<file path="config.mk">
export PLATFORM = sky130hd
export DESIGN_NAME = mfu_page_replacement_core_flat
export DESIGN_NICKNAME = d
export VERILOG_FILES = /design/src/sv/mfu_pkg.sv /design/src/sv/mfu_req_if.sv /design/src/sv/mfu_rsp_if.sv /design/src/sv/mfu_ctrl.sv /design/src/sv/mfu_dpath.sv /design/src/sv/mfu_page_replacement_core.sv /design/src/flat_wrapper.sv
export SDC_FILE = /design/constraint.sdc
export NUM_CORES = 1
export LEC_CHECK = 0
export BUFFER_PORTS_ARGS = -buffer_cell sky130_fd_sc_hd__buf_2
export CAP_MARGIN = 10
export CORE_MARGIN = 2
export CORE_UTILIZATION = 55
export DETAILED_ROUTE_END_ITERATION = 7
export MAX_ROUTING_LAYER = met4
export PLACE_DENSITY = 0.75
export SLEW_MARGIN = 20
export SYNTH_ARGS = -nofsm -noshare
export SYNTH_HDL_FRONTEND = slang
export SYNTH_SLANG_ARGS = --single-unit
</file>
<file path="constraint.sdc">
create_clock -name clk -period 4.2 [get_ports clk]
set_clock_uncertainty 0.1 [all_clocks]
set_input_delay 0.63 -clock clk [delete_from_list [all_inputs] [get_ports clk]]
set_output_delay 0.63 -clock clk [all_outputs]
set_load 0.1 [all_outputs]
</file>
<file path="src/sv/mfu_pkg.sv">
// Shared types and constants for the MFU page replacement core.
package mfu_pkg;

  // Field widths fixed by the channel format
  localparam int PAGE_IN_W = 16;
  localparam int SLOT_W    = 2;
  localparam int COUNT_W   = 16;
  localparam logic [COUNT_W-1:0] COUNT_MAX = {COUNT_W{1'b1}};

  // Default configuration of the frame table
  localparam int NUM_FRAMES_DEF = 4;
  localparam int PAGE_BITS_DEF  = 16;

  // Controller states
  typedef enum logic [1:0] {
    ST_IDLE,
    ST_SCAN,
    ST_UPDATE
  } state_t;

  // Commands from controller to datapath
  typedef struct packed {
    logic load;    // capture reference, issue read of frame 0
    logic scan;    // step the table scan
    logic update;  // write the chosen frame and the result
  } cmd_t;

  // Status from datapath to controller
  typedef struct packed {
    logic scan_done;  // every frame has been read
    logic out_free;   // result register can take a new result
  } status_t;

endpackage

</file>
<file path="src/sv/mfu_req_if.sv">
// Reference channel: valid/ready handshake carrying one page reference.
interface mfu_req_if;
  logic                           valid;
  logic                           ready;
  logic [mfu_pkg::PAGE_IN_W-1:0] page_number;
  logic                           last_ref;

  modport source (output valid, output page_number, output last_ref, input ready);
  modport sink   (input valid, input page_number, input last_ref, output ready);
endinterface

</file>
<file path="src/sv/mfu_rsp_if.sv">
// Result channel: valid/ready handshake carrying hit, slot and fault count.
interface mfu_rsp_if;
  logic                         valid;
  logic                         ready;
  logic                         hit;
  logic [mfu_pkg::SLOT_W-1:0]  slot;
  logic [mfu_pkg::COUNT_W-1:0] fault_count;

  modport source (output valid, output hit, output slot, output fault_count, input ready);
  modport sink   (input valid, input hit, input slot, input fault_count, output ready);
endinterface

</file>
<file path="src/sv/mfu_ctrl.sv">
// Controller state machine: sequences load, table scan and update.
module mfu_ctrl (
  input  logic             clk,
  input  logic             rst,
  input  logic             req_valid,
  output logic             req_ready,
  output mfu_pkg::cmd_t    cmd,
  input  mfu_pkg::status_t status
);

  mfu_pkg::state_t state;
  mfu_pkg::state_t state_next;

  // Hold the current state
  always_ff @(posedge clk) begin
    if (rst) begin
      state <= mfu_pkg::ST_IDLE;
    end else begin
      state <= state_next;
    end
  end

  // Advance on transfer, end of scan, and a free result register
  always_comb begin
    state_next = state;
    unique case (state)
      mfu_pkg::ST_IDLE: begin
        if (req_valid) state_next = mfu_pkg::ST_SCAN;
      end
      mfu_pkg::ST_SCAN: begin
        if (status.scan_done) state_next = mfu_pkg::ST_UPDATE;
      end
      mfu_pkg::ST_UPDATE: begin
        if (status.out_free) state_next = mfu_pkg::ST_IDLE;
      end
      default: state_next = mfu_pkg::ST_IDLE;
    endcase
  end

  // Drive handshake and datapath commands
  always_comb begin
    req_ready  = 1'b0;
    cmd        = '0;
    unique case (state)
      mfu_pkg::ST_IDLE: begin
        req_ready = 1'b1;
        cmd.load  = req_valid;
      end
      mfu_pkg::ST_SCAN: begin
        cmd.scan = 1'b1;
      end
      mfu_pkg::ST_UPDATE: begin
        cmd.update = status.out_free;
      end
      default: begin
        req_ready = 1'b0;
      end
    endcase
  end

  // An update always returns the controller to idle
  a_update_to_idle: assert property (@(posedge clk) disable iff (rst)
    cmd.update |=> state == mfu_pkg::ST_IDLE)
    else $error("controller did not return to idle after update");

endmodule

</file>
<file path="src/sv/mfu_dpath.sv">
// Datapath: frame table memory, scan trackers, fault counter and result register.
module mfu_dpath #(
  parameter int NUM_FRAMES = mfu_pkg::NUM_FRAMES_DEF,
  parameter int PAGE_BITS  = mfu_pkg::PAGE_BITS_DEF
) (
  input  logic                          clk,
  input  logic                          rst,
  input  logic [mfu_pkg::PAGE_IN_W-1:0] page_number,
  input  logic                          last_ref,
  input  mfu_pkg::cmd_t                 cmd,
  output mfu_pkg::status_t              status,
  mfu_rsp_if.source                     rsp
);

  localparam int IDX_W   = (NUM_FRAMES > 1) ? $clog2(NUM_FRAMES) : 1;
  localparam int CNT_W   = $clog2(NUM_FRAMES + 1);
  localparam int ENTRY_W = mfu_pkg::COUNT_W + PAGE_BITS;
  localparam logic [CNT_W-1:0] LAST_CNT = CNT_W'(NUM_FRAMES);

  // Captured reference
  logic [PAGE_BITS-1:0] page_q;
  logic                 last_q;

  // Frame table: {use count, page} per frame, valid bits in flops
  logic [ENTRY_W-1:0]    table_mem [NUM_FRAMES];
  logic [ENTRY_W-1:0]    rd_data;
  logic [NUM_FRAMES-1:0] frame_valid;

  // Scan control
  logic [CNT_W-1:0] rd_cnt;
  logic             pend;
  logic [IDX_W-1:0] cmp_idx;
  logic             issue;
  logic [IDX_W-1:0] rd_addr;

  // Scan trackers
  logic                        found;
  logic [IDX_W-1:0]            hit_idx;
  logic [mfu_pkg::COUNT_W-1:0] hit_cnt;
  logic                        empty_found;
  logic [IDX_W-1:0]            empty_idx;
  logic                        best_set;
  logic [IDX_W-1:0]            best_idx;
  logic [mfu_pkg::COUNT_W-1:0] best_cnt;

  // Fault counter and result register
  logic [mfu_pkg::COUNT_W-1:0] fault_total;
  logic                        out_valid;
  logic                        out_hit;
  logic [mfu_pkg::SLOT_W-1:0]  out_slot;
  logic [mfu_pkg::COUNT_W-1:0] out_fault;

  // Update-stage values
  logic [PAGE_BITS+mfu_pkg::PAGE_IN_W-1:0] page_ext;
  logic [PAGE_BITS-1:0]                    page_in;
  logic [PAGE_BITS-1:0]                    rd_page;
  logic [mfu_pkg::COUNT_W-1:0]             rd_count;
  logic [IDX_W-1:0]                        victim;
  logic [mfu_pkg::COUNT_W-1:0]             new_count;
  logic [mfu_pkg::COUNT_W-1:0]             fault_next;
  logic [IDX_W+mfu_pkg::SLOT_W-1:0]        slot_ext;

  // Mask the incoming page to the table's page width
  assign page_ext = {{PAGE_BITS{1'b0}}, page_number};
  assign page_in  = page_ext[PAGE_BITS-1:0];

  assign rd_page  = rd_data[PAGE_BITS-1:0];
  assign rd_count = rd_data[ENTRY_W-1:PAGE_BITS];

  // Issue one table read per cycle: frame 0 on load, then the counter
  assign issue   = cmd.load || (cmd.scan && (rd_cnt != LAST_CNT));
  assign rd_addr = cmd.load ? '0 : rd_cnt[IDX_W-1:0];

  // Pick the frame to write: hit frame, else lowest empty, else most used
  always_comb begin
    if (found) begin
      victim = hit_idx;
    end else if (empty_found) begin
      victim = empty_idx;
    end else begin
      victim = best_idx;
    end
  end

  assign new_count = !found ? mfu_pkg::COUNT_W'(1) :
                     (hit_cnt == mfu_pkg::COUNT_MAX) ? hit_cnt :
                     hit_cnt + mfu_pkg::COUNT_W'(1);
  assign fault_next = (!found && (fault_total != mfu_pkg::COUNT_MAX)) ?
                      fault_total + mfu_pkg::COUNT_W'(1) : fault_total;
  assign slot_ext   = {{mfu_pkg::SLOT_W{1'b0}}, victim};

  // Frame table memory: one write port, one registered read port
  always_ff @(posedge clk) begin
    if (cmd.update) begin
      table_mem[victim] <= {new_count, page_q};
    end
    if (issue) begin
      rd_data <= table_mem[rd_addr];
    end
  end

  // Capture the reference on transfer
  always_ff @(posedge clk) begin
    if (cmd.load) begin
      page_q <= page_in;
      last_q <= last_ref;
    end
  end

  // Step the read counter and the compare pipeline
  always_ff @(posedge clk) begin
    if (rst) begin
      rd_cnt <= '0;
      pend   <= 1'b0;
    end else begin
      pend <= issue;
      if (cmd.load) begin
        rd_cnt <= CNT_W'(1);
      end else if (issue) begin
        rd_cnt <= rd_cnt + CNT_W'(1);
      end
    end
  end

  always_ff @(posedge clk) begin
    if (issue) begin
      cmp_idx <= rd_addr;
    end
  end

  // Track hit, first empty frame and highest use count over the scan
  always_ff @(posedge clk) begin
    if (rst) begin
      found       <= 1'b0;
      empty_found <= 1'b0;
      best_set    <= 1'b0;
    end else if (cmd.load) begin
      found       <= 1'b0;
      empty_found <= 1'b0;
      best_set    <= 1'b0;
    end else if (pend) begin
      if (frame_valid[cmp_idx]) begin
        if (!found && (rd_page == page_q)) begin
          found   <= 1'b1;
          hit_idx <= cmp_idx;
          hit_cnt <= rd_count;
        end
        if (!best_set || (rd_count > best_cnt)) begin
          best_set <= 1'b1;
          best_idx <= cmp_idx;
          best_cnt <= rd_count;
        end
      end else if (!empty_found) begin
        empty_found <= 1'b1;
        empty_idx   <= cmp_idx;
      end
    end
  end

  // Mark frames valid and count faults; clear both after the last reference
  always_ff @(posedge clk) begin
    if (rst) begin
      frame_valid <= '0;
      fault_total <= '0;
    end else if (cmd.update) begin
      if (last_q) begin
        frame_valid <= '0;
        fault_total <= '0;
      end else begin
        frame_valid[victim] <= 1'b1;
        fault_total         <= fault_next;
      end
    end
  end

  // Hold the result until its transfer
  always_ff @(posedge clk) begin
    if (rst) begin
      out_valid <= 1'b0;
    end else if (cmd.update) begin
      out_valid <= 1'b1;
    end else if (rsp.ready) begin
      out_valid <= 1'b0;
    end
  end

  always_ff @(posedge clk) begin
    if (cmd.update) begin
      out_hit   <= found;
      out_slot  <= slot_ext[mfu_pkg::SLOT_W-1:0];
      out_fault <= fault_next;
    end
  end

  assign rsp.valid       = out_valid;
  assign rsp.hit         = out_hit;
  assign rsp.slot        = out_slot;
  assign rsp.fault_count = out_fault;

  assign status.scan_done = (rd_cnt == LAST_CNT);
  assign status.out_free  = !out_valid || rsp.ready;

  // A new result never overwrites one still waiting
  a_no_overwrite: assert property (@(posedge clk) disable iff (rst)
    cmd.update |-> !(out_valid && !rsp.ready))
    else $error("result register overwritten before transfer");

  // A new reference starts only after the previous scan has drained
  a_load_drained: assert property (@(posedge clk) disable iff (rst)
    cmd.load |-> !pend)
    else $error("reference loaded while a compare is pending");

  // The read counter stays within the table
  a_cnt_range: assert property (@(posedge clk) disable iff (rst)
    rd_cnt <= LAST_CNT)
    else $error("read counter beyond frame count");

endmodule

</file>
<file path="src/sv/mfu_page_replacement_core.sv">
// Most-frequently-used page replacement core over a small fully associative
// frame table. Each reference passes from its transfer through the scan
// state, in which the single read port of the frame memory reads one frame
// per cycle starting in the transfer cycle, to the update state, which writes
// the chosen frame and the result register. The controller then returns to
// idle to take the next reference, so a new reference is not accepted before
// the last one is through its update. The next reference is taken as soon as
// the update is done, even while the result still waits for its transfer; a
// result that is still waiting stalls the following reference in its update
// cycle. No clearing pass follows reset.
module mfu_page_replacement_core #(
  parameter int NUM_FRAMES = mfu_pkg::NUM_FRAMES_DEF,
  parameter int PAGE_BITS  = mfu_pkg::PAGE_BITS_DEF
) (
  input  logic      clk,
  input  logic      rst,
  mfu_req_if.sink   req,
  mfu_rsp_if.source rsp
);

  mfu_pkg::cmd_t    cmd;
  mfu_pkg::status_t status;
  logic             req_ready;

  assign req.ready = req_ready;

  // Sequence each reference
  mfu_ctrl u_ctrl (
    .clk       (clk),
    .rst       (rst),
    .req_valid (req.valid),
    .req_ready (req_ready),
    .cmd       (cmd),
    .status    (status)
  );

  // Frame table and result path
  mfu_dpath #(
    .NUM_FRAMES (NUM_FRAMES),
    .PAGE_BITS  (PAGE_BITS)
  ) u_dpath (
    .clk         (clk),
    .rst         (rst),
    .page_number (req.page_number),
    .last_ref    (req.last_ref),
    .cmd         (cmd),
    .status      (status),
    .rsp         (rsp)
  );

endmodule
</file>
<file path="src/flat_wrapper.sv">
// flat-port wrapper written by rule: the top's interface ports become plain ports
module mfu_page_replacement_core_flat 
#(
  parameter int NUM_FRAMES = mfu_pkg::NUM_FRAMES_DEF,
  parameter int PAGE_BITS  = mfu_pkg::PAGE_BITS_DEF
)
  (clk, rst, req_valid, req_page_number, req_last_ref, req_ready, rsp_valid, rsp_hit, rsp_slot, rsp_fault_count, rsp_ready);
  mfu_req_if req_i ();
  mfu_rsp_if rsp_i ();
  input  logic clk;
  input  logic rst;
  input wire logic [$bits(req_i.valid)-1:0] req_valid;
  input wire logic [$bits(req_i.page_number)-1:0] req_page_number;
  input wire logic [$bits(req_i.last_ref)-1:0] req_last_ref;
  output wire logic [$bits(req_i.ready)-1:0] req_ready;
  output wire logic [$bits(rsp_i.valid)-1:0] rsp_valid;
  output wire logic [$bits(rsp_i.hit)-1:0] rsp_hit;
  output wire logic [$bits(rsp_i.slot)-1:0] rsp_slot;
  output wire logic [$bits(rsp_i.fault_count)-1:0] rsp_fault_count;
  input wire logic [$bits(rsp_i.ready)-1:0] rsp_ready;
  assign req_i.valid = req_valid;
  assign req_i.page_number = req_page_number;
  assign req_i.last_ref = req_last_ref;
  assign req_ready = req_i.ready;
  assign rsp_valid = rsp_i.valid;
  assign rsp_hit = rsp_i.hit;
  assign rsp_slot = rsp_i.slot;
  assign rsp_fault_count = rsp_i.fault_count;
  assign rsp_i.ready = rsp_ready;
  mfu_page_replacement_core #(.NUM_FRAMES(NUM_FRAMES), .PAGE_BITS(PAGE_BITS)) u_core (.clk(clk), .rst(rst), .req(req_i), .rsp(rsp_i));
endmodule
</file>
Word-level counts from Yosys, hierarchy flattened
Memory sizes are Yosys's and may differ from the RTL's. A register that Yosys moved wholly into a read port is not among the register bits. Index checks and enable logic that the tools add are counted.

Add/sub/neg operators: 3. Order comparisons: 4. Equality and inequality tests: 10. Multiplexer cells: 26. Bitwise logic cells: 5. Reductions and logical operators: 21.

Operators with widths (number): $mux W16 (4); $add A16 B1 Y16 const B (2); $eq A16 B16 Y1 (1); $eq A16 B16 Y1 const B (1); $gt A16 B16 Y1 (1); $ne A16 B16 Y1 const B (1); $reduce_and A5 Y1 (3); $mux W1 (12); $mux W2 (6); $reduce_and A3 Y1 (3); $lt A2 B3 Y1 const B (2); $pmux W2 S3 (1); $logic_and A1 B1 Y1 (4); $mux W4 (1); $ne A2 B2 Y1 const B (2); $not A1 Y1 (4); $or A4 B4 Y4 (1); $reduce_bool A2 Y1 (2); $add A3 B1 Y3 const B (1); $eq A3 B3 Y1 const B (1); $logic_not A1 Y1 (3); $logic_or A1 B1 Y1 (3); $ne A3 B3 Y1 const B (1); $bmux W1 S2 (1); 8 further kinds (8).

Bits in registers: 106. Memory bits (writable): 128. Bits of input ports: 21. Output and inout port bits: 21. Logic and storage cells: 91. Memories kept: 1.

Memory list: u_core.u_dpath.table_mem (depth 4, width 32, rd ports 1, clocked after Yosys merged registers in 1, write ports 1, RTL line mfu_dpath.sv:25) `logic [ENTRY_W-1:0] table_mem [NUM_FRAMES];`.

Longest topological paths before layout
Depth in word-level cells: 8. Gate-level depth with buffers: 9. Gate-level depth less buffers: 6.

Modules after synthesis
A second synthesis with hierarchy kept.

Cell total of the unflattened synthesis: 820. Area total of the unflattened synthesis: 11118.2 um2.

By module, submodules not included: mfu_dpath (times used 1, cells each 809, area each 11014.3 um2, seq. area each 7647.3 um2); mfu_ctrl (times used 1, cells each 11, area each 103.8 um2, seq. area each 40.0 um2).

Worst setup path before layout
Ideal clock, no wire load.

Path kind: register -> register. Start: register u_core.u_dpath.out_valid (netlist: u_core.u_dpath.rsp.valid). End: memory u_core.u_dpath.table_mem[1][0] (netlist name), enable pin. Library setup time: 470 ps. Arrival time: 3625 ps. Required time: 3630 ps. Slack: 5 ps. Cell stages (with the launch flop): 4. Buffers on the path: 0. Period minus slack after synthesis: 4195 ps. Cells stage by stage: dfxtp_1 nand2b_1 nand2_2 nor3b_1.

Word-level cells in the longest chain between the ends: 5.

RTL lines: start: declaration (RTL line mfu_dpath.sv:48) `logic out_valid;`; start signal: assignment (RTL line mfu_dpath.sv:179) `out_valid <= 1'b0;`; start signal: assignment (RTL line mfu_dpath.sv:181) `out_valid <= 1'b1;`; start signal: assignment (RTL line mfu_dpath.sv:183) `out_valid <= 1'b0;`; $logic_not A1 Y1 (RTL line mfu_dpath.sv:201) `assign status.out_free = !out_valid || rsp.ready;`; $logic_or A1 B1 Y1 (RTL line mfu_dpath.sv:201); $mux W1 (RTL line mfu_ctrl.sv:44) `unique case (state)`; $mux W1 (RTL line mfu_dpath.sv:94) `if (cmd.update) begin`; $mux W1 (not written as such) (RTL line mfu_dpath.sv:95) `table_mem[victim] <= {new_count, page_q};`; end: declaration (RTL line mfu_dpath.sv:25).

No other way between the ends.

Worst setup path in the final report
Start: register u_core.u_dpath.rd_data[29] (read register of u_core.u_dpath.table_mem). End: register u_core.u_dpath.best_cnt[14] (netlist name), enable pin.

Word-level cells in the longest chain between the ends: 3.

RTL lines: start: declaration (RTL line mfu_dpath.sv:26) `logic [ENTRY_W-1:0] rd_data;`; $gt A16 B16 Y1 (RTL line mfu_dpath.sv:148) `if (!best_set || (rd_count > best_cnt)) begin`; $logic_or A1 B1 Y1 (RTL line mfu_dpath.sv:148); $reduce_and A5 Y1 (no source line); end signal: assignment (RTL line mfu_dpath.sv:151) `best_cnt <= rd_count;`; end: declaration (RTL line mfu_dpath.sv:44) `logic [mfu_pkg::COUNT_W-1:0] best_cnt;`.

No other way between the ends. A chain may end at the register's enable or synchronous reset.

==> reports/qor_table.md <==
| Result | Reported | Unit |
|---|---|---|
| IR Drop Worst-Case VDD | 0.4055 | mV |
| Count of cell instances traversed by the critical path | 5 | - |
| Count of nets left with antenna violations after detail routing | 0 | - |
| Sequential share of the synthesized area | 69.29 | % |
| Placeable core region | 0.01965 | sq mm |
| Clock-pin transition on the worst setup and hold timing paths | 60 | ps |
| Clock Tree Buf Depth | 3 | - |
| Share of synthesized registers carrying an async set or reset | 0 | % |
| Areal power density over the cells | 446.5 | mW/mm^2 |
| Library cell occupying the most area in the post-synthesis netlist | sky130_fd_sc_hd__edfxtp_1 | - |
| Reg-to-reg endpoint | u_core.u_dpath.best_cnt[14] | - |
| Leakage component of the power | 4.412 | nW |
| Y dimension of the die | 146.0 | microns |
| Final Cell Area | 0.01246 | sq mm |
| Number of port buffers | 41 | - |
| Number of primary I/O pins | 42 | - |
| Yosys warns | 0 | - |
| Horizontal die dimension | 146.0 | microns |
| Largest fanout on the critical path | 18 | - |
| Cells along the critical path | ha_1 > nand4_1 > nor4_1 > a21boi_0 > o31a_1 | - |
| Fraction of final layout cells sized beyond drive strength 1 | 13.38 | % |
| Tightest slew margin relative to the limit | 31.54 | % |
| Gate Count Post-Synth | 780 | - |
| CTS buffer count | 27 | - |
| Hold Path Class | input pin to flop | - |
| Global-route wire length before repair | 33.94 | mm |
| WP data arrival | 2930 | ps |
| Crit path buf inv count | 0 | - |
| Post-CTS Repair Setup Buffers | 0 | - |
| Buffer type at the clock tree root | sky130_fd_sc_hd__clkbuf_16 | - |
| Cell depth of the worst hold path | 1 | - |
| H-tree depth | 1 | - |
| Syn-to-layout area delta | 12.35 | % |
| All-Layer GR Usage | 20.38 | % |
| Flip-flop and latch count after synthesis | 266 | - |
| Highest cell delay on the worst timing path | 740 | ps |
| Residual DRC | 0 | - |
| Number of distinct library cells after synthesis | 68 | - |
| Accumulated negative setup slack | 0 | ps |
| Mean routed wirelength per cell | 18.65 | microns |
| Setup repair after global routing missed its margin | false | - |
| Top flip-flop cell by instance count after synthesis | sky130_fd_sc_hd__edfxtp_1 | - |
| Area share of the largest cell type after synthesis | 63.88 | % |
| Total Nets Final | 872 | - |
| Initial core utilization | 56.45 | % |
| Crit path launch | u_core.u_dpath.rd_data[29] | - |
| Routed vias/inst | 5.952 | - |
| Required time of the worst setup path | 4260 | ps |
| Overall die area | 0.02132 | sq mm |
| Type of element launching the critical path | flop | - |
| Run status | finished clean | - |
| Worst setup EP type | flop | - |
| Final-report hold violation count | 0 | - |
| Clock latency on the worst-skew pair | 540 | ps |
| Number of enable flip-flop cells after synthesis | 236 | - |
| Cell family contributing the most delay on the critical path | compound AO/OA/AOI/OAI gates | - |
| Number of max-slew violations in the final report | 0 | - |
| Endpoint with the worst hold slack | u_core.u_dpath.last_q | - |
| Number of violations of the max-capacitance limit | 0 | - |
| Routed wire length | 20.83 | mm |
| Synth area leaders | sky130_fd_sc_hd__edfxtp_1 64%, sky130_fd_sc_hd__dfxtp_1 5.4%, sky130_fd_sc_hd__mux2i_1 3.6%, sky130_fd_sc_hd__a211oi_1 2.6%, sky130_fd_sc_hd__a21oi_1 2.6% | - |
| Vias after detailed routing | 6,648 | - |
| Fin crit share | 68.48 | % |
| Slowest stage cell, crit path | sky130_fd_sc_hd__o31a_1 | - |
| Weighted congestion reported at the end of routability-driven placement | 0.8829 | - |
| Min-delay src | req_last_ref | - |
| Reg-to-reg setup timing slack | 1320 | ps |
| HPWL reported at the end of detailed placement | 12.85 | mm |
| Number of design-rule violations left by the first detailed-router iteration | 526 | - |
| Number of standard-cell rows in the floorplan | 51 | - |
| Mean cell area of the mapped netlist | 14.22 | sq um |
| Critical path type | flop to flop | - |
| PostCTS Resize Cnt | 0 | - |
| Hold_buf cts | 0 | - |
| Number of cells on the worst reg-to-reg path | 5 | - |
| Most instantiated library cell after synthesis | sky130_fd_sc_hd__edfxtp_1 | - |
| Post-placement cell area | 0.01155 | sq mm |
| GRT Residual Overflow | 0 | - |
| Worst Tran Pin Value | 1018 | ps |
| Startpoint of the most critical register-to-register path | u_core.u_dpath.rd_data[29] | - |
| Final-report setup violation count | 0 | - |
| Synth cell count leaders | 236 x sky130_fd_sc_hd__edfxtp_1, 58 x sky130_fd_sc_hd__a21oi_1, 42 x sky130_fd_sc_hd__nand2_1, 40 x sky130_fd_sc_hd__mux2i_1, 39 x sky130_fd_sc_hd__a211oi_1 | - |
| Antenna violations before repair | 0 | - |
| Pre-antenna DRT Iters | 5 | - |
| Pin count of the biggest net entering global routing | 68 | - |
| TritonCTS clock tree | yes | - |
| Highest attainable clock frequency | 347.7 | MHz |
| Post-synthesis instance area | 0.01109 | sq mm |
| Final period demand of the worst path | 2876 | ps |
| Net count after synthesis | 821 | - |
| Vias in the first global route | 6,560 | - |
| Number of antenna diodes | 0 | - |
| Clock Sinks | 266 | - |
[report_power, final]
| part | total (mW) | internal [mW] | switching (mW) |
|---|---|---|---|
| clock network | 2.39 | 1.42 | 0.965 |
| logic | 0.192 | 0.0678 | 0.124 |
| registers | 2.98 | 2.94 | 0.0484 |
[kinds of logic after synthesis]
group                    share of synthesized area [%]
flip-flops                                       69.29
AND/OR/NAND/NOR                                  9.924
AO/OA/AOI/OAI                                    9.316
buffers and inverters                            2.752
multiplexers                                     4.015
XOR/XNOR                                         2.447
adder cells (fa/ha/maj)                          2.256
[state kept, by name (all words and copies together), names as in the netlist, 4 cells and up]
register                        flops
u_core.u_dpath.table_mem          128
u_core.u_dpath.rd_data             32
u_core.u_dpath.best_cnt            16
u_core.u_dpath.fault_total         16
u_core.u_dpath.hit_cnt             16
u_core.u_dpath.page_q              16
u_core.u_dpath.rsp.fault_count     16
u_core.u_dpath.frame_valid          4
[routing by layer]
metal	track usage, %	vias up	part of all wire [%]
li1	-	3115	-
met1	27.92	3262	44
met2	32.24	234	48
met3	3.094	37	5.8
met4	5.777	0	2.2
met5	-	-	0
[cell usage in the layout, fill, tap and decap left out, types with 11 or more instances in the layout]
cell and count:
sky130_fd_sc_hd__edfxtp_1 236, sky130_fd_sc_hd__xor2_1 15, sky130_fd_sc_hd__nor2_1 16, sky130_fd_sc_hd__buf_4 11, sky130_fd_sc_hd__clkbuf_16 28, sky130_fd_sc_hd__nand4_1 16, sky130_fd_sc_hd__o21ai_0 15, sky130_fd_sc_hd__xnor2_1 16
sky130_fd_sc_hd__inv_1 32, sky130_fd_sc_hd__a21oi_1 58, sky130_fd_sc_hd__nor2b_1 38, sky130_fd_sc_hd__nand2_1 40, sky130_fd_sc_hd__nand3_1 19, sky130_fd_sc_hd__dfxtp_1 29, sky130_fd_sc_hd__a31oi_1 14, sky130_fd_sc_hd__ha_1 20
sky130_fd_sc_hd__mux2i_1 40, sky130_fd_sc_hd__a211oi_1 39, sky130_fd_sc_hd__buf_2 41
[how the worst max path moves through the flow]
stage                                           endpoint  slack, ps
after CTS                    u_core.u_dpath.best_cnt[15]       1330
final                        u_core.u_dpath.best_cnt[14]       1320
after floorplan           u_core.u_dpath.table_mem[1][0]          5
after global placement        u_core.u_dpath.rd_data[30]       1390
after detailed placement       u_core.u_dpath.rd_data[5]       1300
after global routing         u_core.u_dpath.best_cnt[14]       1070
[final cells by class]
cell class                 count  area, sq um
clock buffer                  38        778.2
inverter                      33        123.9
multi-input combinational    451         3122
fill                        1468         7189
sequential                   266         7689
tap                          265        331.6
timing repair buffer          52        287.8
clock inverter                12        132.6
[per-stage QoR]
| step | utilization (%) | total power, mW | worst slack (ps) | instances | hold WS [ps] |
|---|---|---|---|---|---|
| 2_1_floorplan | - | 3.159 | 4.634 | 780 | 330.7 |
| 3_3_place_gp | 58.79 | 3.221 | 1393 | 1067 | 342.7 |
| 3_5_place_dp | 58.79 | 3.231 | 1301 | 1067 | 357.4 |
| 4_1_cts | 63.42 | 5.604 | 1328 | 1117 | 145.2 |
| 5_1_grt | 63.42 | 5.752 | 1073 | 1117 | 139.7 |
| 6_report | 63.42 | 5.565 | 1324 | 1117 | 167.8 |
No activity file was read; power rests on OpenSTA's default activity.
